==> src/design/miss_table_signature_store_unit_assert.svh <==
// Assertion macros for the miss table RTL, used by mtss_back.
// Needs clk and rst_n in the scope where a macro is used.
`ifndef MISS_TABLE_SIGNATURE_STORE_UNIT_ASSERT_SVH
`define MISS_TABLE_SIGNATURE_STORE_UNIT_ASSERT_SVH

// check a property on every clock outside reset
`define MTSS_ASSERT(lbl, prop, msg) \
  lbl: assert property (@(posedge clk) disable iff (!rst_n) prop) else $error(msg);

// check that a condition holds in the cycle after a trigger
`define MTSS_ASSERT_NEXT(lbl, trig, cons, msg) \
  lbl: assert property (@(posedge clk) disable iff (!rst_n) trig |=> cons) else $error(msg);

`endif

==> src/design/mtss_pkg.sv <==
// Package for the signature miss table: command codes, item types, queue depth.
// No dependencies.
`default_nettype none
package mtss_pkg;

  localparam logic [1:0] CMD_INSERT  = 2'd0;
  localparam logic [1:0] CMD_TOUCH   = 2'd1;
  localparam logic [1:0] CMD_LOOKUP  = 2'd2;
  localparam logic [1:0] CMD_UNKNOWN = 2'd3;

  localparam int QDEPTH = 2;

  typedef enum logic [1:0] {
    OP_INSERT,
    OP_TOUCH,
    OP_LOOKUP,
    OP_OTHER
  } op_t;

  typedef struct packed {
    op_t         op;
    logic [15:0] signature;
    logic [4:0]  addr_upper;
    logic [11:0] addr_lower;
  } item_t;

endpackage
`default_nettype wire

==> src/design/mtss_queue.sv <==
// Short FIFO between the front end and the table sequencer.
// Depends on mtss_pkg.
`default_nettype none
module mtss_queue (
  input  wire logic           clk,
  input  wire logic           rst_n,
  input  wire logic           wr_valid,
  output logic                wr_ready,
  input  wire mtss_pkg::item_t wr_item,
  output logic                rd_valid,
  input  wire logic           rd_ready,
  output mtss_pkg::item_t     rd_item
);
  import mtss_pkg::*;

  localparam int AW = (QDEPTH > 1) ? $clog2(QDEPTH) : 1;

  item_t        slot_r [QDEPTH];
  logic [AW-1:0] wp_r, rp_r;
  logic [AW:0]   cnt_r;
  logic          do_wr, do_rd;

  assign wr_ready = cnt_r != (AW+1)'(QDEPTH);
  assign rd_valid = cnt_r != '0;
  assign rd_item  = slot_r[rp_r];
  assign do_wr    = wr_valid && wr_ready;
  assign do_rd    = rd_valid && rd_ready;

  always_ff @(posedge clk) begin
    if (!rst_n) begin
      wp_r  <= '0;
      rp_r  <= '0;
      cnt_r <= '0;
    end else begin
      if (do_wr) begin
        wp_r <= (wp_r == AW'(QDEPTH - 1)) ? '0 : wp_r + 1'b1;
      end
      if (do_rd) begin
        rp_r <= (rp_r == AW'(QDEPTH - 1)) ? '0 : rp_r + 1'b1;
      end
      if (do_wr && !do_rd) begin
        cnt_r <= cnt_r + 1'b1;
      end else if (do_rd && !do_wr) begin
        cnt_r <= cnt_r - 1'b1;
      end
    end
    if (do_wr) begin
      slot_r[wp_r] <= wr_item;
    end
  end

endmodule
`default_nettype wire

==> config.mk <==
export PLATFORM = sky130hd
export DESIGN_NAME = mtss_queue
export DESIGN_NICKNAME = d
export VERILOG_FILES = /design/src/design/miss_table_signature_store_unit_assert.svh /design/src/design/mtss_pkg.sv /design/src/design/mtss_queue.sv
export SDC_FILE = /design/constraint.sdc
export NUM_CORES = 1
export LEC_CHECK = 0
export BUFFER_PORTS_ARGS = -buffer_cell sky130_fd_sc_hd__buf_2
export CAP_MARGIN = 20
export CELL_PAD_IN_SITES_DETAIL_PLACEMENT = 2
export CELL_PAD_IN_SITES_GLOBAL_PLACEMENT = 2
export CORE_ASPECT_RATIO = 2
export CORE_MARGIN = 3
export CORE_UTILIZATION = 30
export DETAILED_ROUTE_END_ITERATION = 6
export GPL_TIMING_DRIVEN = 0
export PLACE_DENSITY = 0.74
export SYNTH_ARGS = -nofsm -noshare
export SYNTH_HDL_FRONTEND = slang
export SYNTH_SLANG_ARGS = --single-unit
export TNS_END_PERCENT = 1
==> constraint.sdc <==
create_clock -name clk -period 2.87 [get_ports clk]
set_input_delay 0.1435 -clock clk [delete_from_list [all_inputs] [get_ports clk]]
set_output_delay 0.1435 -clock clk [all_outputs]
set_load 0.02 [all_outputs]
==> run metrics <==
outcome finished clean; layout cells sized above 1 0.5276; Final setup viols 0; largest net degree at the start of global routing 36; die area 10,450 um2; worst reg2reg startpoint cnt_r[0]; fin crit share 0.6377; IO buf count 75; Setup CP Type reg -> out; DR WL/cell 17.20 um; pre-CTS setup slack 1039 ps; Unique masters post-synth 19; Die W 73.81 um; worst vdd ir 0.4543 mV; initial antenna violation count 1; Post-Route WL 6105 um; maxcap violations 0; syn avg cell area 20.74 um2; global-route wire length before repair 9611 um; die height 141.6 um; max_slew headroom 0.3973; Post-Synthesis Cells 133; RSZ-0062 raised after global routing no; router iterations before antenna repair 4; routed vias/inst 4.555; Hold Crit Class in -> reg; Hold Vio Cnt, Final 0; placed wire-length estimate 3974 um; synth warn 0; number of enable flip-flop cells after synthesis 70; worst-path fanout max 10; Synth area leaders edfxtp_1 76%, mux2_2 14%, dfxtp_1 3.6%; Starting DRT DRC Count 93; top cells by instance count after synthesis 70 x edfxtp_1, 35 x mux2_2, 5 x dfxtp_1, 4 x and2_1, 4 x buf_2; sequential fraction of the synthesis area 0.7982; Row Count 48; number of CTS-inserted buffers 9; later-pin clock latency in the skew report 340 ps; Core Area 8768 um2; Pwr per Cell Area 912.2 nW/um2; Post-CTS Setup Inserts 0; vias in the first global route 1,839; FF+latch count, synth 75; GP Congestion 0.7214; most common cell in the netlist edfxtp_1; Worst Max-Slew Pin Slew 904.1 ps; Leak Pwr 1.474 nW; Net Count, Synth 173; top-area cell type share of the netlist area 0.7619; clock sink count 75; Post-Synthesis Cell Area 2759 um2; Period minus WS final 1830 ps; Max Slew Vio Count 0; gr usage total 0.1295; synth-to-layout area growth 40.68%; clock buffer depth 2; Post-CTS Resized 0; Synth Flop Type edfxtp_1; Fin Setup TNS 0 ps; DRT antenna net count 0; worst setup margin 1040 ps; CTS Hold Bufs 29; HP Start wr_item[12]; Setup Skew 6.858 ps; Total Nets Final 289; CP Launch Type register; Initial Util 0.3146; DRC viols 0; area leader, netlist edfxtp_1; Post-synth ARST share 0; Crit. End Element primary output; gr ovfl total 0; via count 1,617; H-tree levels 3; worst hold margin 5.436 ps; fmax 546.4 MHz; CTS tree built; Worst Path Required 2730 ps; root buf cell clkbuf_16; IO Pins 76; Critical Path AT 1690 ps; Clock transition at path regs 50 ps
stage by stage:
stage	util	cells	area, um2	power, W
floorplan	-	133	2759	0.002057
global placement	0.3717	308	3259	0.002341
detailed placement	0.3719	308	3261	0.002368
CTS	0.4412	353	3869	0.003595
global route	0.4426	355	3881	0.003722
finish	0.4426	355	3881	0.003540
cell usage in the layout, fill, tap and decap left out, types with 2 or more instances in the layout:
master,instances
bufinv_16,2
and2_1,4
dlygate4sd3_1,30
clkinvlp_4,2
buf_2,79
mux2_2,35
dfxtp_1,5
xnor2_1,2
clkbuf_16,9
edfxtp_1,70
cells by family (layout without fill, tap and decap cells):
| logic type | count (synthesis) | in the layout | share of synthesized area |
|---|---|---|---|
| other | 0 | 1 | 0 |
| flip-flops | 75 | 75 | 0.7982 |
| XOR/XNOR | 3 | 3 | 0.009526 |
| buffers and inverters | 5 | 126 | 0.008616 |
| adder cells (fa/ha/maj) | 1 | 1 | 0.004534 |
| AO/OA/AOI/OAI | 5 | 5 | 0.01270 |
| multiplexers | 35 | 35 | 0.1429 |
| AND/OR/NAND/NOR | 9 | 9 | 0.02359 |
layer usage:
layer	vias to the layer above	wire length (um)	track usage
met5	-	0	0
met4	0	226	0.08405
met1	797	2139	0.1281
met3	20	268	0.04255
met2	51	3471	0.2219
li1	749	-	-
cell type report:
class / count / area, um2
Clock buffer: 9 / 225.2
Clock inverter: 7 / 92.59
Multi-Input combinational cell: 53 / 534.3
Tap cell: 100 / 125.1
Sequential cell: 75 / 2202
Inverter: 1 / 3.754
Fill cell: 845 / 4887
Timing Repair Buffer: 105 / 675.6
Antenna cell: 1 / 2.502
Buffer: 4 / 20.02
worst paths after layout:
kind | endpoint | slack [ps] | cells after the start
worst min-delay path | slot_r[1][12] | 5 | 1
worst max register to register | slot_r[1][21] | 1060 | 2
worst max-delay path | rd_item[31] | 1040 | 4
worst min register to register | cnt_r[1] | 580 | 2
critical path: stages, from the launching register on:
cell	delay, ps
dfxtp_1	300
buf_2	220
buf_2	300
mux2_2	370
buf_2	170
registers in the layout (all words and copies together) (netlist names), named ones only:
register	count
slot_r	70
cnt_r	2
rp_r	1
wp_r	1
report_power, final:
part	internal, W	leakage [nW]	switching (W)
Clock	0.000757	0.149	0.000427
Combinational	0.000393	0.630	0.000542
Sequential	0.00137	0.695	0.0000493
(Power assumes the default switching activity.)
