File: src/design/miss_table_signature_store_unit_assert.svh
// Assertion macros for the miss table RTL, used by mtss_back.
// Needs clk and rst_n in the scope where a macro is used.
`ifndef MISS_TABLE_SIGNATURE_STORE_UNIT_ASSERT_SVH
`define MISS_TABLE_SIGNATURE_STORE_UNIT_ASSERT_SVH

// check a property on every clock outside reset
`define MTSS_ASSERT(lbl, prop, msg) \
  lbl: assert property (@(posedge clk) disable iff (!rst_n) prop) else $error(msg);

// check that a condition holds in the cycle after a trigger
`define MTSS_ASSERT_NEXT(lbl, trig, cons, msg) \
  lbl: assert property (@(posedge clk) disable iff (!rst_n) trig |=> cons) else $error(msg);

`endif

File: src/design/mtss_pkg.sv
// Package for the signature miss table: command codes, item types, queue depth.
// No dependencies.
`default_nettype none
package mtss_pkg;

  localparam logic [1:0] CMD_INSERT  = 2'd0;
  localparam logic [1:0] CMD_TOUCH   = 2'd1;
  localparam logic [1:0] CMD_LOOKUP  = 2'd2;
  localparam logic [1:0] CMD_UNKNOWN = 2'd3;

  localparam int QDEPTH = 2;

  typedef enum logic [1:0] {
    OP_INSERT,
    OP_TOUCH,
    OP_LOOKUP,
    OP_OTHER
  } op_t;

  typedef struct packed {
    op_t         op;
    logic [15:0] signature;
    logic [4:0]  addr_upper;
    logic [11:0] addr_lower;
  } item_t;

endpackage
`default_nettype wire

File: src/design/mtss_front.sv
// Front end: takes input beats, decodes the command and holds one item for the queue.
// Depends on mtss_pkg.
`default_nettype none
module mtss_front (
  input  wire logic           clk,
  input  wire logic           rst_n,
  input  wire logic           in_tvalid,
  output logic                in_tready,
  input  wire logic [39:0]    in_tdata,   // signature[15:0], addr_upper[20:16], addr_lower[32:21]
  input  wire logic [1:0]     in_tuser,   // cmd[1:0]
  output logic                push_valid,
  input  wire logic           push_ready,
  output mtss_pkg::item_t     push_item
);
  import mtss_pkg::*;

  logic  hold_v_r;
  item_t hold_r;
  op_t   op_dec;

  always_comb begin
    case (in_tuser)
      CMD_INSERT: op_dec = OP_INSERT;
      CMD_TOUCH:  op_dec = OP_TOUCH;
      CMD_LOOKUP: op_dec = OP_LOOKUP;
      default:    op_dec = OP_OTHER;
    endcase
  end

  assign in_tready  = !hold_v_r || push_ready;
  assign push_valid = hold_v_r;
  assign push_item  = hold_r;

  always_ff @(posedge clk) begin
    if (!rst_n) begin
      hold_v_r <= 1'b0;
    end else if (in_tready) begin
      hold_v_r <= in_tvalid;
    end
    if (in_tvalid && in_tready) begin
      hold_r.op         <= op_dec;
      hold_r.signature  <= in_tdata[15:0];
      hold_r.addr_upper <= in_tdata[20:16];
      hold_r.addr_lower <= in_tdata[32:21];
    end
  end

endmodule
`default_nettype wire

File: config.mk
export PLATFORM = sky130hd
export DESIGN_NAME = mtss_front
export DESIGN_NICKNAME = d
export VERILOG_FILES = /design/src/design/miss_table_signature_store_unit_assert.svh /design/src/design/mtss_pkg.sv /design/src/design/mtss_front.sv
export SDC_FILE = /design/constraint.sdc
export NUM_CORES = 1
export LEC_CHECK = 0
export ABC_AREA = 1
export BUFFER_PORTS_ARGS = -buffer_cell sky130_fd_sc_hd__buf_2
export CORE_MARGIN = 4
export CORE_UTILIZATION = 41
export CTS_CLUSTER_DIAMETER = 80
export CTS_CLUSTER_SIZE = 40
export DETAILED_ROUTE_END_ITERATION = 8
export MAX_ROUTING_LAYER = met4
export PLACE_DENSITY = 0.82
export RECOVER_POWER = 50
export SYNTH_ARGS = -nofsm -noshare
export SYNTH_HDL_FRONTEND = slang
export SYNTH_SLANG_ARGS = --single-unit
File: constraint.sdc
create_clock -name clk -period 5.55 [get_ports clk]
set_input_delay 0.555 -clock clk [delete_from_list [all_inputs] [get_ports clk]]
set_output_delay 0.555 -clock clk [all_outputs]
set_load 0.05 [all_outputs]
==> results by group <==
Timing
  – Fin Setup TNS: 0 ns
  – RSZ-0062 raised after global routing: no
  – Slew margin rel.: approximately a third
  – Fin crit period: about 1.7 ns
  – Count of final hold-check violations: 0
  – Max-slew violations: 0
  – Fmax: 586 MHz
  – Slew at the pin closest to its max-slew limit: 1.02 ns
  – Tcrit/Tclk final: around 30%
  – Clock Skews: 0.00739 ns
  – Setup violators final: 0
  – Setup ws final: 3.84 ns

Placed design
  – Buffers on Ports: 75
  – Final HPWL DP: 1820 um
  – Routability congestion estimate: 0.651
  – Post-place setup slack: 3.64 ns

Setup path
  – CP Depth: 1
  – CP Class: reg2out
  – CP Data Required Time: around 5 ns
  – Critical-path top delay cell: clkbuf_1
  – R2r setup slk: 3.99 ns
  – CP peak stage delay: 0.48 ns
  – CP Capture Point: push_item[28]
  – Worst-path fanout max: 1
  – CP top delay family: buffers and inverters
  – Data arrival, critical path: 1.15 ns
  – Crit path cell chain: clkbuf_1
  – CP Launch Type: flop
  – Reg-to-Reg Start: push_valid$_SDFFE_PN0P_
  – Reg-to-reg critical path endpoint: push_item[11]$_DFFE_PP_
  – Worst reg2reg path depth: 1
  – Endpoint type of the worst setup path: output pin
  – CP bufs+invs: 1
  – CP Launch Point: push_item[28]$_DFFE_PP_

CTS
  – CTS tree: done
  – Clk Latency, worst-skew pair: roughly 0.32 ns
  – Clk Tree Root Cell: clkbuf_4
  – CTS Buf Count: 5
  – Clk slew on worst S/H paths: 0.10 ns
  – CTS Hold Buffers Added: 0
  – H-tree depth: 2
  – Clock sink count: 36
  – Max Root-Sink Buffers: 2
  – Setup Fix Bufs, Post-CTS: 0
  – CTS resizes: 0

Logic synthesis
  – Sequential fraction of the synthesis area: 96.5%
  – Synth Register Bits: 36
  – Yosys cell types: 8
  – Syn nets: 90
  – Cell Area, Synth: 1110 um^2
  – Synth warn: 0
  – Synth Instances: 44
  – Syn_area_per_cell: 25.2 um^2

Drt
  – Vias per std cell: 4.48
  – First-pass iteration count of the detailed router: 4
  – Detailed-route wire length: 2270 um
  – Via count: 695
  – Post-DRT Antenna Nets: 0
  – Drt initial violations: 15
  – Post-DR wirelength/cell: 14.6 um
  – # DRC: 0

Global route
  – First-pass GRT wire length: 3220 um
  – Largest net degree at the start of global routing: 36
  – Total gr overflow: 0
  – Vias in the first global route: a little over 700
  – Initial antenna violation count: 0
  – All-Layer GR Usage: 14.2%

Pwr
  – Internal Power: 0.000384 W
  – Seq pwr share: 59.9%
  – Combinational Power Share: 16.6%
  – Max VDD drop: around 0.25 mV
  – Clk pwr share: 23.4%
  – Switching part of the total: 28.3%
  – Leak: 0.642 nW
  – Sw power: 0.000152 W
  – Power density cells: 346 nW/um^2
  – Power Total: 0.000536 W

Floorplanning
  – Initial Util: between 40% and 50%
  – Core Area: 2520 um^2
  – Die Y: 60.0 um
  – Die area: 3600 um^2
  – I/O pin cnt: 83
  – Row cnt: 18
  – Die W: ~60 um

Finish
  – Most common cell after layout, fill and taps aside: buf_2
  – Layout Nets: 170
  – P&R area growth vs syn: 39.8%
  – Most frequent cells in the layout: buf_2, edfxtp_1, clkbuf_1
  – Ant. Diodes: 0
  – Fraction of layout instances using a drive strength above 1: 52.8%

Hold path
  – Worst Hold Class: in2reg

Flow run
  – MaxCap Viol Count: 0

Outcome
  – Status: finished, final reports clean
## stage by stage
step                hold slack (ns)  util [%]  cell area, um^2  cells
global route                  0.359      61.5             1550    155
CTS                           0.375      62.5             1580    155
global placement              0.506      60.5             1530    147
detailed placement            0.528      60.5             1530    147
floorplan                     0.654         -             1110     44
finish                        0.393      61.5             1550    155
## power by group through the flow
stage	registers (W)	logic [W]	clock network (W)
final	0.000321	0.0000892	0.000126
after floorplan	0.000383	0.00000774	0
after CTS	0.000322	0.0000925	0.000131
after detailed placement	0.000328	0.0000926	0
after global placement	0.000326	0.0000906	0
after global routing	0.000323	0.0000936	0.000148
## per-layer routing
metal	track usage, %	part of all wire [%]
met3	9.50	17
met1	14.8	35
met5	-	0
met2	20.1	46
met4	7.59	2.3
## cells in the mapped netlist
cell	instances	area, um^2
a21oi_1	1	5.00
a21oi_2	1	8.76
clkbuf_1	2	7.51
dfxtp_1	1	20.0
edfxtp_1	35	1050
inv_1	2	7.51
inv_2	1	3.75
nand2_2	1	6.26
## sequential cells by signal, summed over array words and instances (netlist names)
name,flops
push_item,35
push_valid,1
## how the worst min path moves through the flow
stage / from / endpoint / slack, ns / cells past startpoint
after CTS: in_tdata[15] / push_item[32]$_DFFE_PP_ / 0.38 / 1
after global placement: push_valid$_SDFFE_PN0P_ / push_valid$_SDFFE_PN0P_ / 0.51 / 2
after floorplan: in_tdata[21] / push_item[0]$_DFFE_PP_ / 0.65 / 0
after global routing: in_tdata[0] / push_item[17]$_DFFE_PP_ / 0.36 / 1
final: in_tdata[15] / push_item[32]$_DFFE_PP_ / 0.39 / 1
after detailed placement: push_valid$_SDFFE_PN0P_ / push_valid$_SDFFE_PN0P_ / 0.53 / 2
## kinds of logic (layout without fill, tap and decap cells)
| kind of cell | count (synthesis) | count (layout) | share of synthesized area (%) |
|---|---|---|---|
| simple gates | 1 | 1 | 0.564 |
| buf+inv | 5 | 86 | 1.69 |
| flops | 36 | 36 | 96.5 |
| compound gates | 2 | 2 | 1.24 |
## area by class of cell
class	instances	area, um^2
Multi-Input combinational cell	3	28.8
Tap cell	30	37.5
Timing Repair Buffer	75	353
Sequential cell	36	1070
Fill cell	217	971
Inverter	3	11.3
Clock inverter	1	5.00
Clock buffer	7	45.0
(Power assumes the default switching activity.)
